==> src/rtl/nlrt_pkg.sv <==
// nlrt_pkg: shared types and constants of the namespace LBA range table
// transaction structs, command and status codes, register indexes, slot entry layout
// depends on nothing

package nlrt_pkg;

  localparam int NUM_SLOTS = 16;
  localparam int SLOT_W    = (NUM_SLOTS > 1) ? $clog2(NUM_SLOTS) : 1;
  localparam int CNT_W     = $clog2(NUM_SLOTS + 1);

  localparam int LBA_W  = 48;
  localparam int ID_W   = 32;
  localparam int MODE_W = 2;

  localparam logic [LBA_W+1:0] LBA_LIMIT = {2'b01, {LBA_W{1'b0}}};

  localparam logic [1:0] CMD_CREATE   = 2'd0;
  localparam logic [1:0] CMD_DELETE   = 2'd1;
  localparam logic [1:0] CMD_GET_INFO = 2'd2;
  localparam logic [1:0] CMD_FORMAT   = 2'd3;

  localparam logic [2:0] ST_OK       = 3'd0;
  localparam logic [2:0] ST_INVALID  = 3'd1;
  localparam logic [2:0] ST_EXISTS   = 3'd2;
  localparam logic [2:0] ST_NOSPACE  = 3'd3;
  localparam logic [2:0] ST_NOTFOUND = 3'd4;

  localparam int CFG_IDX_W = 1;
  localparam logic [CFG_IDX_W-1:0] CFG_CAPACITY     = 1'b0;
  localparam logic [CFG_IDX_W-1:0] CFG_DEFAULT_MODE = 1'b1;

  localparam logic [LBA_W-1:0] CAPACITY_RESET = 48'd16777216;

  typedef struct packed {
    logic [1:0]        command;
    logic [ID_W-1:0]   namespace_id;
    logic [LBA_W-1:0]  request_count;
  } cmd_t;

  typedef struct packed {
    logic [2:0]        status;
    logic [ID_W-1:0]   info_id;
    logic [LBA_W-1:0]  info_start;
    logic [LBA_W-1:0]  info_count;
    logic [MODE_W-1:0] info_mode;
    logic [4:0]        live_namespaces;
    logic [LBA_W-1:0]  unallocated_lbas;
  } rsp_t;

  typedef struct packed {
    logic [LBA_W-1:0]  capacity_lbas;
    logic [MODE_W-1:0] default_mode;
  } cfg_t;

  typedef struct packed {
    logic [ID_W-1:0]   id;
    logic [LBA_W-1:0]  start;
    logic [LBA_W-1:0]  count;
    logic [MODE_W-1:0] mode;
  } slot_t;

  localparam int SLOT_BITS = $bits(slot_t);

endpackage

==> src/rtl/nlrt_ram.sv <==
// nlrt_ram: generic single-port-write, single-port-read ram with registered read
// depends on nothing

module nlrt_ram #(
  parameter int WIDTH  = 8,
  parameter int DEPTH  = 16,
  parameter int ADDR_W = (DEPTH > 1) ? $clog2(DEPTH) : 1
) (
  input  logic              clk,
  input  logic              we,
  input  logic [ADDR_W-1:0] waddr,
  input  logic [WIDTH-1:0]  wdata,
  input  logic              re,
  input  logic [ADDR_W-1:0] raddr,
  output logic [WIDTH-1:0]  rdata
);

  logic [WIDTH-1:0] mem [DEPTH];

  always_ff @(posedge clk) begin
    if (we) begin
      mem[waddr] <= wdata;
    end
    if (re) begin
      rdata <= mem[raddr];
    end
  end

endmodule

==> src/rtl/nlrt_ctrl.sv <==
// nlrt_ctrl: command sequencer of the namespace table
// scans the slot ram, decides the command, writes back and holds the result register
// depends on nlrt_pkg and on a slot ram instance in the top level

module nlrt_ctrl (
  input  logic                         clk,
  input  logic                         rst,
  input  nlrt_pkg::cfg_t               cfg,
  input  logic                         cmd_valid,
  output logic                         cmd_stall,
  input  nlrt_pkg::cmd_t               cmd,
  output logic                         rsp_valid,
  input  logic                         rsp_stall,
  output nlrt_pkg::rsp_t               rsp,
  output logic                         ram_we,
  output logic [nlrt_pkg::SLOT_W-1:0]  ram_waddr,
  output nlrt_pkg::slot_t              ram_wdata,
  output logic                         ram_re,
  output logic [nlrt_pkg::SLOT_W-1:0]  ram_raddr,
  input  nlrt_pkg::slot_t              ram_rdata
);
  import nlrt_pkg::*;

  typedef enum logic [4:0] {
    S_IDLE   = 5'b00001,
    S_SCAN   = 5'b00010,
    S_DECIDE = 5'b00100,
    S_DONE   = 5'b01000,
    S_SPARE  = 5'b10000
  } state_t;

  state_t              state;
  state_t              state_next;
  logic [CNT_W-1:0]    addr;
  logic [SLOT_W-1:0]   prev_idx;
  cmd_t                cmd_q;
  logic                found;
  logic [SLOT_W-1:0]   hit_idx;
  slot_t               hit_data;
  logic                free_found;
  logic [SLOT_W-1:0]   free_idx;
  logic [LBA_W:0]      top;
  logic [NUM_SLOTS-1:0] active;
  logic [LBA_W-1:0]    alloc;
  logic [CNT_W-1:0]    active_cnt;
  rsp_t                res;
  rsp_t                res_next;
  rsp_t                rsp_next;

  logic                scan_first;
  logic                scan_last;
  logic                entry_active;
  logic                entry_hit;
  logic [LBA_W:0]      entry_end;
  logic [LBA_W:0]      alloc_sum;
  logic [LBA_W+1:0]    end_sum;
  logic                invalid;
  logic [2:0]          dec_status;
  logic                do_create;
  logic                do_delete;
  logic                rsp_free;

  assign cmd_stall    = (state != S_IDLE);
  assign scan_first   = (addr == '0);
  assign scan_last    = (addr == CNT_W'(NUM_SLOTS));
  assign ram_re       = (state == S_SCAN) && !scan_last;
  assign ram_raddr    = addr[SLOT_W-1:0];
  assign entry_active = active[prev_idx];
  assign entry_hit    = entry_active && (ram_rdata.id == cmd_q.namespace_id);
  assign entry_end    = {1'b0, ram_rdata.start} + {1'b0, ram_rdata.count};
  assign rsp_free     = !rsp_valid || !rsp_stall;

  assign alloc_sum = {1'b0, alloc} + {1'b0, cmd_q.request_count};
  assign end_sum   = {1'b0, top} + {2'b00, cmd_q.request_count};
  assign invalid   = (cmd_q.namespace_id == '0) ||
                     ((cmd_q.command == CMD_CREATE) && (cmd_q.request_count == '0));

  always_comb begin
    dec_status = ST_OK;
    do_create  = 1'b0;
    do_delete  = 1'b0;
    if (invalid) begin
      dec_status = ST_INVALID;
    end else begin
      case (cmd_q.command)
        CMD_CREATE: begin
          if (found) begin
            dec_status = ST_EXISTS;
          end else if (alloc_sum > {1'b0, cfg.capacity_lbas}) begin
            dec_status = ST_NOSPACE;
          end else if (!free_found) begin
            dec_status = ST_NOSPACE;
          end else if (end_sum > LBA_LIMIT) begin
            dec_status = ST_NOSPACE;
          end else begin
            do_create = 1'b1;
          end
        end
        default: begin
          if (!found) begin
            dec_status = ST_NOTFOUND;
          end else if (cmd_q.command == CMD_DELETE) begin
            do_delete = 1'b1;
          end
        end
      endcase
    end
  end

  always_comb begin
    res_next        = '0;
    res_next.status = dec_status;
    if (!invalid && found && (cmd_q.command == CMD_GET_INFO)) begin
      res_next.info_id    = hit_data.id;
      res_next.info_start = hit_data.start;
      res_next.info_count = hit_data.count;
      res_next.info_mode  = hit_data.mode;
    end
  end

  always_comb begin
    rsp_next                  = res;
    rsp_next.live_namespaces  = 5'(active_cnt);
    rsp_next.unallocated_lbas = (alloc >= cfg.capacity_lbas) ? '0
                                : (cfg.capacity_lbas - alloc);
  end

  assign ram_we          = (state == S_DECIDE) && do_create;
  assign ram_waddr       = free_idx;
  assign ram_wdata.id    = cmd_q.namespace_id;
  assign ram_wdata.start = top[LBA_W-1:0];
  assign ram_wdata.count = cmd_q.request_count;
  assign ram_wdata.mode  = cfg.default_mode;

  always_comb begin
    state_next = state;
    unique case (state)
      S_IDLE: begin
        if (cmd_valid) begin
          state_next = S_SCAN;
        end
      end
      S_SCAN: begin
        if (scan_last) begin
          state_next = S_DECIDE;
        end
      end
      S_DECIDE: begin
        state_next = S_DONE;
      end
      S_DONE: begin
        if (rsp_free) begin
          state_next = S_IDLE;
        end
      end
      default: begin
        state_next = S_IDLE;
      end
    endcase
  end

  // control state
  always_ff @(posedge clk) begin
    if (rst) begin
      state      <= S_IDLE;
      active     <= '0;
      alloc      <= '0;
      active_cnt <= '0;
      rsp_valid  <= 1'b0;
      addr       <= '0;
      found      <= 1'b0;
      free_found <= 1'b0;
    end else begin
      state <= state_next;
      case (state)
        S_IDLE: begin
          addr       <= '0;
          found      <= 1'b0;
          free_found <= 1'b0;
        end
        S_SCAN: begin
          addr <= addr + CNT_W'(1);
          if (!scan_first) begin
            if (entry_hit && !found) begin
              found <= 1'b1;
            end
            if (!entry_active && !free_found) begin
              free_found <= 1'b1;
            end
          end
        end
        S_DECIDE: begin
          if (do_create) begin
            active[free_idx] <= 1'b1;
            alloc            <= alloc_sum[LBA_W-1:0];
            active_cnt       <= active_cnt + CNT_W'(1);
          end else if (do_delete) begin
            active[hit_idx]  <= 1'b0;
            alloc            <= alloc - hit_data.count;
            active_cnt       <= active_cnt - CNT_W'(1);
          end
        end
        default: begin
        end
      endcase
      if (state == S_DONE && rsp_free) begin
        rsp_valid <= 1'b1;
      end else if (!rsp_stall) begin
        rsp_valid <= 1'b0;
      end
    end
  end

  // payload
  always_ff @(posedge clk) begin
    prev_idx <= addr[SLOT_W-1:0];
    if (state == S_IDLE && cmd_valid) begin
      cmd_q <= cmd;
      top   <= '0;
    end
    if (state == S_SCAN && !scan_first) begin
      if (entry_hit && !found) begin
        hit_idx  <= prev_idx;
        hit_data <= ram_rdata;
      end
      if (!entry_active && !free_found) begin
        free_idx <= prev_idx;
      end
      if (entry_active && (entry_end > top)) begin
        top <= entry_end;
      end
    end
    if (state == S_DECIDE) begin
      res <= res_next;
    end
    if (state == S_DONE && rsp_free) begin
      rsp <= rsp_next;
    end
  end

endmodule

==> src/rtl/namespace_lba_range_table.sv <==
// Namespace LBA range table: NUM_SLOTS slots of id, start LBA, LBA count and pool mode in a
// synchronous ram, with the active flags, allocated total and live count in flip-flops.
// One command is handled at a time: the sequencer reads every slot through the single ram
// read port, decides and writes back, and takes the next command only once the result has
// moved into the result register. The result register lets the next command start while a
// result still waits. The user must write configuration only while the block is idle; the
// block itself does not enforce this.

module namespace_lba_range_table (
  input  logic                             clk,
  input  logic                             rst,
  input  logic                             cfg_we,
  input  logic [nlrt_pkg::CFG_IDX_W-1:0]   cfg_index,
  input  logic [nlrt_pkg::LBA_W-1:0]       cfg_data,
  input  logic                             cmd_valid,
  output logic                             cmd_stall,
  input  nlrt_pkg::cmd_t                   cmd,
  output logic                             rsp_valid,
  input  logic                             rsp_stall,
  output nlrt_pkg::rsp_t                   rsp
);
  import nlrt_pkg::*;

  cfg_t              cfg;
  logic              ram_we;
  logic [SLOT_W-1:0] ram_waddr;
  slot_t             ram_wdata;
  logic              ram_re;
  logic [SLOT_W-1:0] ram_raddr;
  slot_t             ram_rdata;

  always_ff @(posedge clk) begin
    if (rst) begin
      cfg.capacity_lbas <= CAPACITY_RESET;
      cfg.default_mode  <= '0;
    end else if (cfg_we) begin
      unique case (cfg_index)
        CFG_CAPACITY:     cfg.capacity_lbas <= cfg_data;
        CFG_DEFAULT_MODE: cfg.default_mode  <= cfg_data[MODE_W-1:0];
        default: begin
        end
      endcase
    end
  end

  nlrt_ram #(
    .WIDTH  (SLOT_BITS),
    .DEPTH  (NUM_SLOTS),
    .ADDR_W (SLOT_W)
  ) u_slot_ram (
    .clk   (clk),
    .we    (ram_we),
    .waddr (ram_waddr),
    .wdata (ram_wdata),
    .re    (ram_re),
    .raddr (ram_raddr),
    .rdata (ram_rdata)
  );

  nlrt_ctrl u_ctrl (
    .clk       (clk),
    .rst       (rst),
    .cfg       (cfg),
    .cmd_valid (cmd_valid),
    .cmd_stall (cmd_stall),
    .cmd       (cmd),
    .rsp_valid (rsp_valid),
    .rsp_stall (rsp_stall),
    .rsp       (rsp),
    .ram_we    (ram_we),
    .ram_waddr (ram_waddr),
    .ram_wdata (ram_wdata),
    .ram_re    (ram_re),
    .ram_raddr (ram_raddr),
    .ram_rdata (ram_rdata)
  );

endmodule

==> config.mk <==
export PLATFORM = sky130hd
export DESIGN_NAME = namespace_lba_range_table
export DESIGN_NICKNAME = d
export VERILOG_FILES = /design/src/rtl/nlrt_pkg.sv /design/src/rtl/nlrt_ram.sv /design/src/rtl/nlrt_ctrl.sv /design/src/rtl/namespace_lba_range_table.sv
export SDC_FILE = /design/constraint.sdc
export NUM_CORES = 2
export LEC_CHECK = 0
export BUFFER_PORTS_ARGS = -buffer_cell sky130_fd_sc_hd__buf_2
export CORE_MARGIN = 3
export CORE_UTILIZATION = 30
export CTS_BUF_LIST = sky130_fd_sc_hd__clkbuf_4 sky130_fd_sc_hd__clkbuf_8
export CTS_CLUSTER_SIZE = 30
export DETAILED_ROUTE_END_ITERATION = 16
export SETUP_SLACK_MARGIN = 0.05
export SLEW_MARGIN = 20
export SYNTH_ARGS = -nofsm -noshare
export SYNTH_HDL_FRONTEND = slang
export SYNTH_HIERARCHICAL = 1
export SYNTH_SLANG_ARGS = --single-unit
==> constraint.sdc <==
create_clock -name clk -period 28.4 [get_ports clk]
set_input_delay 4.26 -clock clk [delete_from_list [all_inputs] [get_ports clk]]
set_output_delay 4.26 -clock clk [all_outputs]
set_load 0.05 [all_outputs]
==> results.py <==
metrics = {
    "sta": {
        "finalMaxSlewViolations": 0,
        "hold_viol": 0,
        "finClkSkew_ps": 162,
        "worst_pin_slew_ps": 1200,
        "min_period_ps": 10150,
        "relSlewSlack": 0.199,
        "rsz0062_at_grt": "no",
        "setup_viol": 0,
        "fmax_ghz": 0.0985,
        "fin_crit_sh": 0.357,
        "setup_tns_ps": 0,
    },
    "synth": {
        "synth.area.top_cells": "edfxtp_1 (66%), mux4_2 (8.8%), ha_1 (3.4%)",
        "netlist_area_um2": 125000,
        "synth_top_cell_area_share": 0.662,
        "ys_dominant_reg_cell": "edfxtp_1",
        "syn_nets": 8024,
        "synth_edf_count": 2749,
        "synth-seq-area-share": 0.692,
        "synthArstFlopShare": 0,
        "avgSynthCellArea_um2": 16.5,
        "synth.distinct_cells": 101,
        "ys_warn_count": 6,
        "synth_cells": 7541,
        "synth_top_area_cell": "edfxtp_1",
        "ys_ff_latch": 2933,
    },
    "placed_design": {
        "hpwlAfterDp_um": 239000,
        "io_buffers": 323,
        "place_inst": 13043,
        "finalWeightedCongestion": 0.926,
    },
    "detailed_routing": {
        "dr.pass1.iters": 8,
        "num_vias": 72349,
        "finalWirelength_um": 378000,
        "dr.first_iter.drc_count": 7812,
        "met2_length_um": 181000,
        "viasPerCell": 5.21,
        "wl_met3_um": 29600,
        "topRoutingLayerUsed": "met5",
        "drc_errors": 0,
        "routedWlPerCell_um": 27.2,
        "m1WireLength_um": 151000,
        "postRouteAntennaNets": 0,
    },
    "critical_path": {
        "end_kind": "flop",
        "crit_fanout": 38,
        "r2r-end": "u_slot_ram/mem[11][55]",
        "cp_num_buf_inv": 4,
        "crit_family": "simple AND/OR/NAND/NOR gates",
        "slowest_delay_ps": 920,
        "slowest_stage": "nor2_4",
        "r2r_start": "u_ctrl/ram_wdata[2]",
        "arrival_ps": 10810,
        "cp.required_ps": 29060,
        "crit_type": "reg2reg",
        "worst_setup_path_start_kind": "flop",
        "rrSetupSlack_ps": 18250,
        "rr_worst_depth": 30,
    },
    "global_route": {
        "grt_max_degree": 121,
        "grt_pass1_wl_um": 532000,
        "antenna_found_initial": 38,
        "grt_overflow": 0,
        "first_global_vias": 72815,
        "grt_usage": 0.173,
    },
    "floorplanning": {
        "start_util": 0.302,
        "die_area_um2": 423000,
        "io_pins": 324,
        "die_w_um": 651,
        "row_count": 236,
        "die_height_um": 651,
        "core_area_um2": 413000,
    },
    "outcome": {
        "status": "completed",
    },
    "clocking": {
        "cts.sinks": 2933,
        "cts_tree": "built",
        "clk_pin_slew_ps": 60,
        "cts_resized": 0,
        "clk_latency_ps": 1180,
        "numCtsBuffers": 450,
        "ctsHoldBuffers": 0,
        "clockBufferDepth": 4,
        "postCtsSetupRepairBufs": 0,
        "htreeDepth": 5,
        "cts_root_buffer": "clkbuf_8",
    },
    "cells_and_area": {
        "fillerInstances": 39216,
        "final_nets": 8505,
        "areaGrowthSynthToFinish_pct": 13.1,
        "final_layout_size_suffix_gt1_frac": 0.219,
        "final_common_cell": "edfxtp_1",
        "final_cell_mix": "edfxtp_1 (2,749), mux4_2 (489), clkbuf_8 (457), ha_1 (341), nand2_1 (336)",
        "final_cells": 13879,
    },
    "min_path": {
        "worstHoldPathType": "reg2reg",
        "hold_depth": 0,
        "hold_end": "u_ctrl/rsp[80]",
        "worstHoldStart": "u_ctrl/res[80]",
    },
    "power": {
        "power_density_nw_per_um2": 60.7,
        "leakage_nw": 46.7,
        "vdd_drop_max_uv": 41.8,
    },
    "job": {
        "cap_violations": 0,
    },
}
==> final cells by class <==
cell class	instances	area, µm²	share of cell area
Sequential cell	2933	86200	0.611
Multi-Input combinational cell	3884	35100	0.249
Clock buffer	604	7390	0.0524
Tap cell	5474	6850	0.0486
Timing Repair Buffer	476	2930	0.0207
Clock inverter	197	1420	0.0101
Inverter	277	1050	0.00742
Antenna cell	34	85.1	0.000603
==> cells by family after synthesis <==
family	synth area share
flip-flops	0.692
AO/OA/AOI/OAI	0.0715
AND/OR/NAND/NOR	0.0569
buffers and inverters	0.0287
multiplexers	0.101
adder cells (fa/ha/maj)	0.0352
XOR/XNOR	0.0155
==> layer usage <==
metal | global-route usage | vias to the layer above
met4 | 0.0687 | 34
met5 | 0 | -
li1 | - | 30775
met1 | 0.224 | 37570
met3 | 0.0326 | 636
met2 | 0.286 | 3334
==> per-stage QoR <==
stage	total power, mW	util	cell area (µm²)	worst slack, ps	hold WS, ps
floorplan	5.05	-	125000	1390	389
global placement	5.16	0.320	132000	18320	402
detailed placement	5.17	0.320	132000	18410	405
CTS	8.65	0.341	141000	18360	385
global route	8.87	0.341	141000	17720	414
finish	8.57	0.341	141000	18250	411
==> sequential cells by signal, summed over array words and instances (netlist names), 48 cells and up <==
signal,flops
u_slot_ram/mem,2080
u_ctrl/rsp,186
u_ctrl/res,133
u_ctrl/hit_data,130
u_slot_ram/rdata,130
u_ctrl/ram_wdata,80
cfg,50
u_ctrl/top,49
u_ctrl/alloc,48
==> worst reg2reg max path: cells and delay by family (launching register included) <==
family	cells	cell delay [ps]
and+or+nand+nor	12	3480
adders and majority gates	3	890
AOI/OAI and AO/OA	10	2670
buffers and inverters	4	1880
xor gates and xnor gates	1	110
DFF	1	650
==> cells in the mapped netlist (71+ instances only) <==
library cell  instances
mux2i_1              71
ha_1                341
mux4_2              489
o21ai_0             227
and2_1              148
buf_4               169
nor3_1               79
nor2_1              243
xor2_1               94
nand2_1             336
mux2_2               71
xnor2_1             127
a22oi_1             223
inv_1               273
nand4_1              73
edfxtp_1           2749
buf_2                92
a21oi_1             306
dfxtp_1             184
clkbuf_1            144
nand2b_1            112
a21o_1              131
==> power by group <==
part           leakage [nW]  internal [mW]  switching (mW)
clock network          4.67           1.82            1.66
logic                  15.3          0.113           0.191
registers              26.7           4.73          0.0481
==> worst max-delay path by stage <==
stage | from | end | slack (ps) | cells after the start
floorplan | u_ctrl/state[2] | u_slot_ram/mem[0][0] | 1390 | 5
detailed placement | u_ctrl/ram_wdata[2] | u_slot_ram/mem[11][83] | 18410 | 30
global route | u_ctrl/ram_wdata[3] | u_slot_ram/mem[11][72] | 17720 | 30
CTS | u_ctrl/ram_wdata[2] | u_slot_ram/mem[11][55] | 18360 | 30
finish | u_ctrl/ram_wdata[2] | u_slot_ram/mem[11][55] | 18250 | 30
global placement | u_ctrl/ram_wdata[3] | u_slot_ram/mem[11][83] | 18320 | 30
Note: power is estimated with default switching activity, not from simulation.
